## config.mk

```make
export PLATFORM = sky130hd
export DESIGN_NAME = spcr_isqrt
export DESIGN_NICKNAME = d
export VERILOG_FILES = /design/src/spcr_pkg.sv /design/src/spcr_isqrt.sv
export SDC_FILE = /design/constraint.sdc
export NUM_CORES = 2
export LEC_CHECK = 0
export ABC_AREA = 1
export BUFFER_PORTS_ARGS = -buffer_cell sky130_fd_sc_hd__buf_2
export CELL_PAD_IN_SITES_DETAIL_PLACEMENT = 1
export CELL_PAD_IN_SITES_GLOBAL_PLACEMENT = 1
export CORE_MARGIN = 3
export CORE_UTILIZATION = 50
export CTS_BUF_LIST = sky130_fd_sc_hd__clkbuf_4 sky130_fd_sc_hd__clkbuf_8 sky130_fd_sc_hd__clkbuf_16
export CTS_CLUSTER_SIZE = 12
export DETAILED_ROUTE_END_ITERATION = 8
export HOLD_SLACK_MARGIN = 0.08
export PLACE_DENSITY = 0.88
export SETUP_SLACK_MARGIN = 0.3
export SYNTH_ARGS = -nofsm -noshare
export SYNTH_HDL_FRONTEND = slang
export SYNTH_SLANG_ARGS = --single-unit
```

## constraint.sdc

```tcl
create_clock -name clk_i -period 2.9 [get_ports clk_i]
set_clock_uncertainty 0.15 [all_clocks]
set_input_delay 0.145 -clock clk_i [delete_from_list [all_inputs] [get_ports clk_i]]
set_output_delay 0.145 -clock clk_i [all_outputs]
set_load 0.05 [all_outputs]
```

## src/spcr_pkg.sv

```systemverilog
// spcr_pkg: shared widths, shape codes and payload types for the shape pair
// collide/resolve pipeline. No dependencies.
`timescale 1ns / 1ps

package spcr_pkg;

  localparam int CW   = 24;          // position width
  localparam int SW   = CW - 2;      // size width
  localparam int MAGW = CW + 1;      // |b - a|
  localparam int SQW  = 2 * MAGW;    // squared distance
  localparam int RW   = MAGW;        // floor(sqrt)
  localparam int RSW  = SW + 1;      // radius sum, penetration
  localparam int NW   = MAGW + RSW;  // divider numerator
  localparam int DENW = RW + 1;      // divider denominator
  localparam int QW   = RSW;         // move magnitude
  localparam int TOLW = 8;

  localparam logic [TOLW-1:0] TOL_RESET = TOLW'(1);

  // mode bits
  localparam int MODE_LOCK = 0;
  localparam int MODE_TRIG = 1;

  typedef enum logic [1:0] {
    KIND_POINT  = 2'd0,
    KIND_CIRCLE = 2'd1,
    KIND_BOX    = 2'd2
  } kind_e;

  typedef struct packed {
    logic [1:0]             a_kind;
    logic [1:0]             a_mode;
    logic signed [CW-1:0]   a_x;
    logic signed [CW-1:0]   a_y;
    logic [SW-1:0]          a_size_x;
    logic [SW-1:0]          a_size_y;
    logic [1:0]             b_kind;
    logic [1:0]             b_mode;
    logic signed [CW-1:0]   b_x;
    logic signed [CW-1:0]   b_y;
    logic [SW-1:0]          b_size_x;
    logic [SW-1:0]          b_size_y;
  } in_t;

  typedef struct packed {
    logic                   hit;
    logic signed [CW-1:0]   new_a_x;
    logic signed [CW-1:0]   new_a_y;
    logic signed [CW-1:0]   new_b_x;
    logic signed [CW-1:0]   new_b_y;
  } out_t;

  typedef struct packed {
    logic signed [CW-1:0] ax;
    logic signed [CW-1:0] ay;
    logic signed [CW-1:0] bx;
    logic signed [CW-1:0] by;
  } pos4_t;

  // front end -> square root sideband
  typedef struct packed {
    logic            hit;
    logic            cc;      // circle push
    logic            bp;      // box push
    logic            axis_y;
    logic            w2;      // mover takes the whole move
    logic            wa;      // a moves
    logic            wb;      // b moves
    logic            dirx;    // b moves toward +x
    logic            diry;
    logic [MAGW-1:0] adx;
    logic [MAGW-1:0] ady;
    logic [RSW-1:0]  rsum;
    logic [CW-1:0]   p2;      // doubled box depth on chosen axis
    pos4_t           pos;
  } fr_t;

  // sideband through the divider
  typedef struct packed {
    logic           hit;
    logic           cc;
    logic           bp;
    logic           axis_y;
    logic           zlen;     // coinciding centres
    logic [RSW-1:0] pen;
    logic [QW-1:0]  mb;       // box move magnitude
    logic           w2;
    logic           wa;
    logic           wb;
    logic           dirx;
    logic           diry;
    pos4_t          pos;
  } mid_t;

endpackage

```

## src/spcr_isqrt.sv

```systemverilog
// spcr_isqrt: pipelined integer square root, one root bit per stage.
// Depends on spcr_pkg.
`timescale 1ns / 1ps

module spcr_isqrt #(
  parameter type side_t = logic
) (
  input  logic                     clk_i,
  input  logic                     rst_ni,
  input  logic                     en_i,
  input  logic                     valid_i,
  input  logic [spcr_pkg::SQW-1:0] rad_i,
  input  side_t                    side_i,
  output logic                     valid_o,
  output logic [spcr_pkg::RW-1:0]  root_o,
  output side_t                    side_o
);
  import spcr_pkg::*;

  logic [RW-1:0]   v_q;
  logic [SQW-1:0]  rad_q  [RW-1];
  logic [RW+1:0]   rem_q  [RW-1];
  logic [RW-1:0]   root_q [RW];
  side_t           side_q [RW];

  for (genvar k = 0; k < RW; k++) begin : g_stage
    logic [SQW-1:0] rad_in;
    logic [RW+1:0]  rem_in;
    logic [RW-1:0]  root_in;
    side_t          side_in;
    logic           v_in;
    logic [RW+3:0]  rem_sh, trial;
    logic           ge;
    logic [RW+1:0]  rem_nx;

    if (k == 0) begin : g_first
      assign rad_in  = rad_i;
      assign rem_in  = '0;
      assign root_in = '0;
      assign side_in = side_i;
      assign v_in    = valid_i;
    end else begin : g_next
      assign rad_in  = rad_q[k-1];
      assign rem_in  = rem_q[k-1];
      assign root_in = root_q[k-1];
      assign side_in = side_q[k-1];
      assign v_in    = v_q[k-1];
    end

    always_comb begin
      rem_sh = {rem_in, rad_in[SQW-1 -: 2]};
      trial  = (RW+4)'({root_in, 2'b01});
      ge     = (rem_sh >= trial);
      rem_nx = ge ? (RW+2)'(rem_sh - trial) : (RW+2)'(rem_sh);
    end

    always_ff @(posedge clk_i or negedge rst_ni) begin
      if (!rst_ni) begin
        v_q[k] <= 1'b0;
      end else if (en_i) begin
        v_q[k] <= v_in;
      end
    end

    always_ff @(posedge clk_i) begin
      if (en_i) begin
        root_q[k] <= {root_in[RW-2:0], ge};
        side_q[k] <= side_in;
      end
    end

    if (k < RW - 1) begin : g_keep
      always_ff @(posedge clk_i) begin
        if (en_i) begin
          rem_q[k] <= rem_nx;
          rad_q[k] <= {rad_in[SQW-3:0], 2'b00};
        end
      end
    end
  end

  assign valid_o = v_q[RW-1];
  assign root_o  = root_q[RW-1];
  assign side_o  = side_q[RW-1];

endmodule

```

# == Word level (Yosys, flattened, before mapping) ==
# Memory sizes are Yosys's and may differ from the RTL's.
# Cells that the tools add are included.
# classes
add_sub_neg,24
n_mul,0
div,0
magnitude_cmp,25
n_eq_ne,0
n_shift,0
n_mux,26
bitwise_logic,0
reduce_logical,0
# op_table
operator,count
$ge A29 B27 Y1,24
$mux W27,24
$sub A27 B27 Y27,23
$sub A2 B1 Y3 const B,1
$ge A2 B1 Y1 const B,1
$mux W1,2
# word_totals
ff_bits,25
latch_bits,0
ramBits,2450
romBits,0
inputBits,55
out_inout_bits,27
wordCells,104
mem_count,4
# mem_list
memory,depth,width,rd,rd_clocked_by_memory_dff,write_ports,line,text
rad_q,24,48,24,0,24,spcr_isqrt.sv:21,logic [SQW-1:0] rad_q [RW-1];
rem_q,24,27,24,0,24,spcr_isqrt.sv:22,logic [RW+1:0] rem_q [RW-1];
root_q,25,25,25,0,25,spcr_isqrt.sv:23,logic [RW-1:0] root_q [RW];
side_q,25,1,25,0,25,spcr_isqrt.sv:24,side_t side_q [RW];

# == Logic depth before layout (Yosys ltp) ==
# An unclocked memory read counts as a cell.
# logic_depth
word_depth,3
mapped_depth,16

# == Worst setup path after synthesis ==
# Ideal clock, no wire load.
# synth_timing
kind,flip-flop to flip-flop
startpoint,mem rem_q[1][58] in the netlist's numbering
endpoint,"mem rem_q[1][88] in the netlist's numbering, data pin"
setup_time_ns,0.252
t_arrival_ns,1.752
t_required_ns,2.498
slack_ns,0.746
path_stages_with_launch,11
period_less_slack_ns,2.154
path_cell_list,edfxtp_1 > ha_1 > a21oi_1 > o21ai_2 > nor2_4 > nand2_1 > nor2_2 > nand2_2 > buf_4 > nand2_1 > nand2_1
# synth_lines
element,line
"start, declared",spcr_isqrt.sv:22

==> implementation parameters <==
Parameter                              Value

Worst setup path
  Signal arrival time at the worst endpoint ... 3.26 ns
  Slack of the worst reg-to-reg path ... about 0.2 ns
  Sort of element at the start of the critical path ... register
  Crit-path max FO ... 4
  End of the worst register-to-register path ... rem_q[3][25]
  Worst Path Required ... approximately 3.5 ns
  Register-to-Register Path Depth ... 11
  R2R Path Start ... rem_q[2][92]
  Type of element capturing the critical path ... register
  CP Class ... reg -> reg

Final layout
  Multi-input gate area ... between 30000 and 40000 µm²
  FILL cells ... about 20000
  Post-layout nets ... 11057
  Relative area change from synthesis to final layout ... 16.7%
  Final core utilization ... about three fifths
  Fraction of final layout cells sized beyond drive strength 1 ... roughly an eighth
  Area taken by flip-flops and latches ... about 48000 µm²

Power
  Worst supply voltage drop on vdd ... between 0.6 and 0.7 mV
  PwrDens ... slightly below 700 nW/µm²
  Leakage power of the design ... between 40 and 50 nW

CTS
  Clk slew on worst S/H paths ... roughly 0.07 ns
  Worst-skew pair later-pin latency ... 0.88 ns
  CTS tree ... built
  CTS buffer count ... 175
  H-tree levels ... 4
  Longest Clk Path Bufs ... 3
  Number of clock sinks seen by CTS ... 1586
  Clock tree root driver cell ... sky130_fd_sc_hd__clkbuf_16

Detailed routing
  Number of remaining DRC errors ... 0
  Total via count in the routed design ... ~73000
  Post-DR vias/cell ... approximately 5.6
  Final wirelength ... 297000 µm
  Routed wirelength normalized by instance count ... 22.7 µm
  Number of DRC markers after the initial detailed-route iteration ... between 6000 and 7000
  Antenna violation net count after detailed routing ... 0
  First-pass DRT Iterations ... 6

Logic synthesis
  Number of storage elements in the synthesis netlist ... around 1600
  Netlist cell types ... 51
  Area share of the largest cell type after synthesis ... between 50% and 60%
  Cell type with the largest total area after synthesis ... sky130_fd_sc_hd__edfxtp_1
  Dominant cells by area after synthesis ... sky130_fd_sc_hd__edfxtp_1 (54%), sky130_fd_sc_hd__nand2_1 (15%), sky130_fd_sc_hd__inv_1 (7.7%)
  Netlist area before placement ... 87400 µm²
  Number of synthesized flops with an enable pin ... ~1600
  Post-synthesis cell count ... between 10000 and 15000
  Primary flip-flop cell chosen by synthesis mapping ... sky130_fd_sc_hd__edfxtp_1
  Fraction of the yosys area taken by sequential cells ... 54.4%
  FFs w/ async S/R, synth ... under 10%
  Synth warn ... 0
  Net count of the mapped netlist ... approximately 10000
  Average size of a mapped cell ... 8.69 µm²

Floorplan
  Top-level I/O count ... just over 80
  Initial core utilization ... between 50 and 60%
  Die boundary height ... 424 µm
  Overall die area ... between 150000 and 200000 µm²
  Core region area ... ~170000 µm²
  Width of the chip ... 424 µm
  Standard-cell row count ... 152

Placement
  Final weighted congestion in routability-driven placement ... about 0.96
  Number of input and output port buffers inserted ... between 80 and 90
  Half-perimeter wire length of the detailed placement result ... around 200000 µm

Timing
  Transition at the pin with the smallest max-transition slack ... approximately 0.73 ns
  Final-report max-slew violation count ... 0
  Hold Violations, Final ... 0
  Unrepaired setup endpoints after global routing ... true
  Fin crit period ... about 2.7 ns
  Highest clock rate ... approximately 370 MHz
  Relative slew slack ... roughly half
  Final Cycle Share ... roughly 93%
  Setup_tns ... 0 ns
  Endpoints failing setup ... 0

Outcome
  Outcome ... finished, final reports clean

Flow run
  Number of violations of the max-capacitance limit ... 0

Global route
  Antenna violations before repair ... 4
  Pin count of the biggest net entering global routing ... roughly 110
  Remaining global-route overflow ... 0
  GRT Resource Usage Total ... between 30 and 40%
  Via count of the first global-routing pass ... between 70000 and 80000
  Wire length of the first global-routing pass ... about 440000 µm

Min path
  Worst min-delay path class ... in -> async
==> through the flow <==
| stage | instances | instance area (µm²) | hold WS (ns) | worst slack (ns) | total power, mW |
|---|---|---|---|---|---|
| 4_1_cts | 12998 | 99100 | 0.116 | 0.273 | 67.4 |
| 3_5_place_dp | 12541 | 91600 | 0.0220 | 0.182 | 44.5 |
| 3_3_place_gp | 12541 | 91600 | 0.0158 | 0.185 | 43.6 |
| 2_1_floorplan | 10059 | 87400 | -0.301 | 0.746 | 38.8 |
| 5_1_grt | 13098 | 102000 | 0.148 | 0.160 | 72.2 |
| 6_report | 13098 | 102000 | 0.169 | 0.197 | 69.4 |
==> report_power, final <==
group / internal (mW) / switching, mW
registers: 28.1 / 2.01
clock network: 12.7 / 10.2
logic: 5.39 / 10.9
total: 46.2 / 23.2
==> Yosys cell counts (8+ instances only) <==
| cell type | number |
|---|---|
| sky130_fd_sc_hd__o21ai_0 | 117 |
| sky130_fd_sc_hd__edfxtp_1 | 1561 |
| sky130_fd_sc_hd__or2_2 | 29 |
| sky130_fd_sc_hd__ha_1 | 352 |
| sky130_fd_sc_hd__and2_1 | 24 |
| sky130_fd_sc_hd__o21ai_1 | 17 |
| sky130_fd_sc_hd__a21oi_2 | 93 |
| sky130_fd_sc_hd__and3_1 | 13 |
| sky130_fd_sc_hd__xor2_1 | 206 |
| sky130_fd_sc_hd__nor3_1 | 101 |
| sky130_fd_sc_hd__nand2_1 | 3586 |
| sky130_fd_sc_hd__nand2_4 | 12 |
| sky130_fd_sc_hd__inv_2 | 21 |
| sky130_fd_sc_hd__buf_4 | 38 |
| sky130_fd_sc_hd__a21oi_1 | 257 |
| sky130_fd_sc_hd__nor2_1 | 774 |
| sky130_fd_sc_hd__nand3_1 | 569 |
| sky130_fd_sc_hd__xnor2_1 | 47 |
| sky130_fd_sc_hd__inv_1 | 1782 |
| sky130_fd_sc_hd__buf_6 | 38 |
| sky130_fd_sc_hd__nand4_1 | 149 |
| sky130_fd_sc_hd__nand3b_1 | 94 |
| sky130_fd_sc_hd__dfrtp_1 | 25 |
| sky130_fd_sc_hd__nor2_2 | 60 |
| sky130_fd_sc_hd__inv_4 | 12 |
| sky130_fd_sc_hd__nand2_2 | 22 |
| sky130_fd_sc_hd__nor3b_1 | 8 |
==> sequential cells by signal, summed over array words and instances (netlist names) <==
name,count
rad_q,600
rem_q,611
valid_o,1
root_q,325
g_stage.v_in,24
side_q,25
==> per-layer routing <==
layer	vias to the layer above	track usage (%)	share of wire, %
met3	877	3.91	5.5
met4	2	12.5	4.9
li1	33346	-	-
met1	35913	38.8	40
met5	-	0	0.0047
met2	2704	54.6	50
==> critical path, stage by stage (launching register included) <==
cell and delay [ns]:
sky130_fd_sc_hd__edfxtp_1 0.47, sky130_fd_sc_hd__ha_1 0.47, sky130_fd_sc_hd__inv_1 0.15, sky130_fd_sc_hd__nor2_2 0.20
sky130_fd_sc_hd__nand2_1 0.15, sky130_fd_sc_hd__inv_1 0.12, sky130_fd_sc_hd__nand2_1 0.09, sky130_fd_sc_hd__nor2_1 0.15
sky130_fd_sc_hd__nand2_1 0.14, sky130_fd_sc_hd__nand2_1 0.13, sky130_fd_sc_hd__nand2_1 0.11, sky130_fd_sc_hd__a21oi_2 0.21
==> worst max-delay path by stage <==
stage | from | endpoint
6_report | rem_q[2][92] | rem_q[3][25]
5_1_grt | rem_q[3][31] | rem_q[3][71]
4_1_cts | rem_q[2][64] | rem_q[2][81]
3_5_place_dp | root_q[18][18] | rem_q[4][95]
3_3_place_gp | root_q[21][17] | rem_q[5][57]
2_1_floorplan | rem_q[1][58] | rem_q[1][88]
==> timing repair <==
action / in CTS / in global routing
hold endpoints to repair: 1206 / 0
hold buffers: 111 / 0
cloned: 0 / 6
resized for setup: 95 / 451
buffers inserted: 32 / 93
setup endpoints to repair: 261 / 523
pin swaps: 6 / 37
==> cells in the final DEF (no fill, tap or decap), drive strengths merged <==
cell type	count
a21oi	351
nand4	149
diode	1
dlygate4sd3	110
nor2	838
dfrtp	25
clkinvlp	7
inv	1817
nor3	103
and3	13
nand3b	95
a211oi	1
a21boi	3
o21ai	139
nor3b	10
clkbuf	221
o21bai	4
o211ai	3
edfxtp	1561
nand3	570
and2	24
a21o	1
bufinv	11
xor2	206
o21a	1
xnor2	47
clkinv	78
nor4b	1
o2111ai	1
mux2	3
buf	384
conb	1
nor4	2
nand2	3624
ha	352
or2	31
==> kinds of logic after synthesis <==
| logic type | after synthesis | share of synthesized area, % |
|---|---|---|
| AOI/OAI and AO/OA | 504 | 3.36 |
| xor gates and xnor gates | 253 | 2.54 |
| muxes | 3 | 0.0387 |
| other | 1 | 0.00429 |
| DFF | 1586 | 54.4 |
| buffers and inverters | 1903 | 8.72 |
| adders and majority gates | 352 | 5.04 |
| and+or+nand+nor | 5457 | 25.9 |
==> cell type report <==
| class | count | share of cell area [%] |
|---|---|---|
| flip-flops and latches | 1586 | 46.6 |
| multi-input cells | 6573 | 33.9 |
| inverters | 1817 | 6.76 |
| clock buffers | 219 | 4.64 |
| repair buffers | 496 | 4.21 |
| well taps | 2310 | 2.83 |
| clock inverters | 95 | 1.02 |
| repair inverters | 1 | 0.00859 |
| diodes | 1 | 0.00245 |
Power figures use the tool's default switching activity.
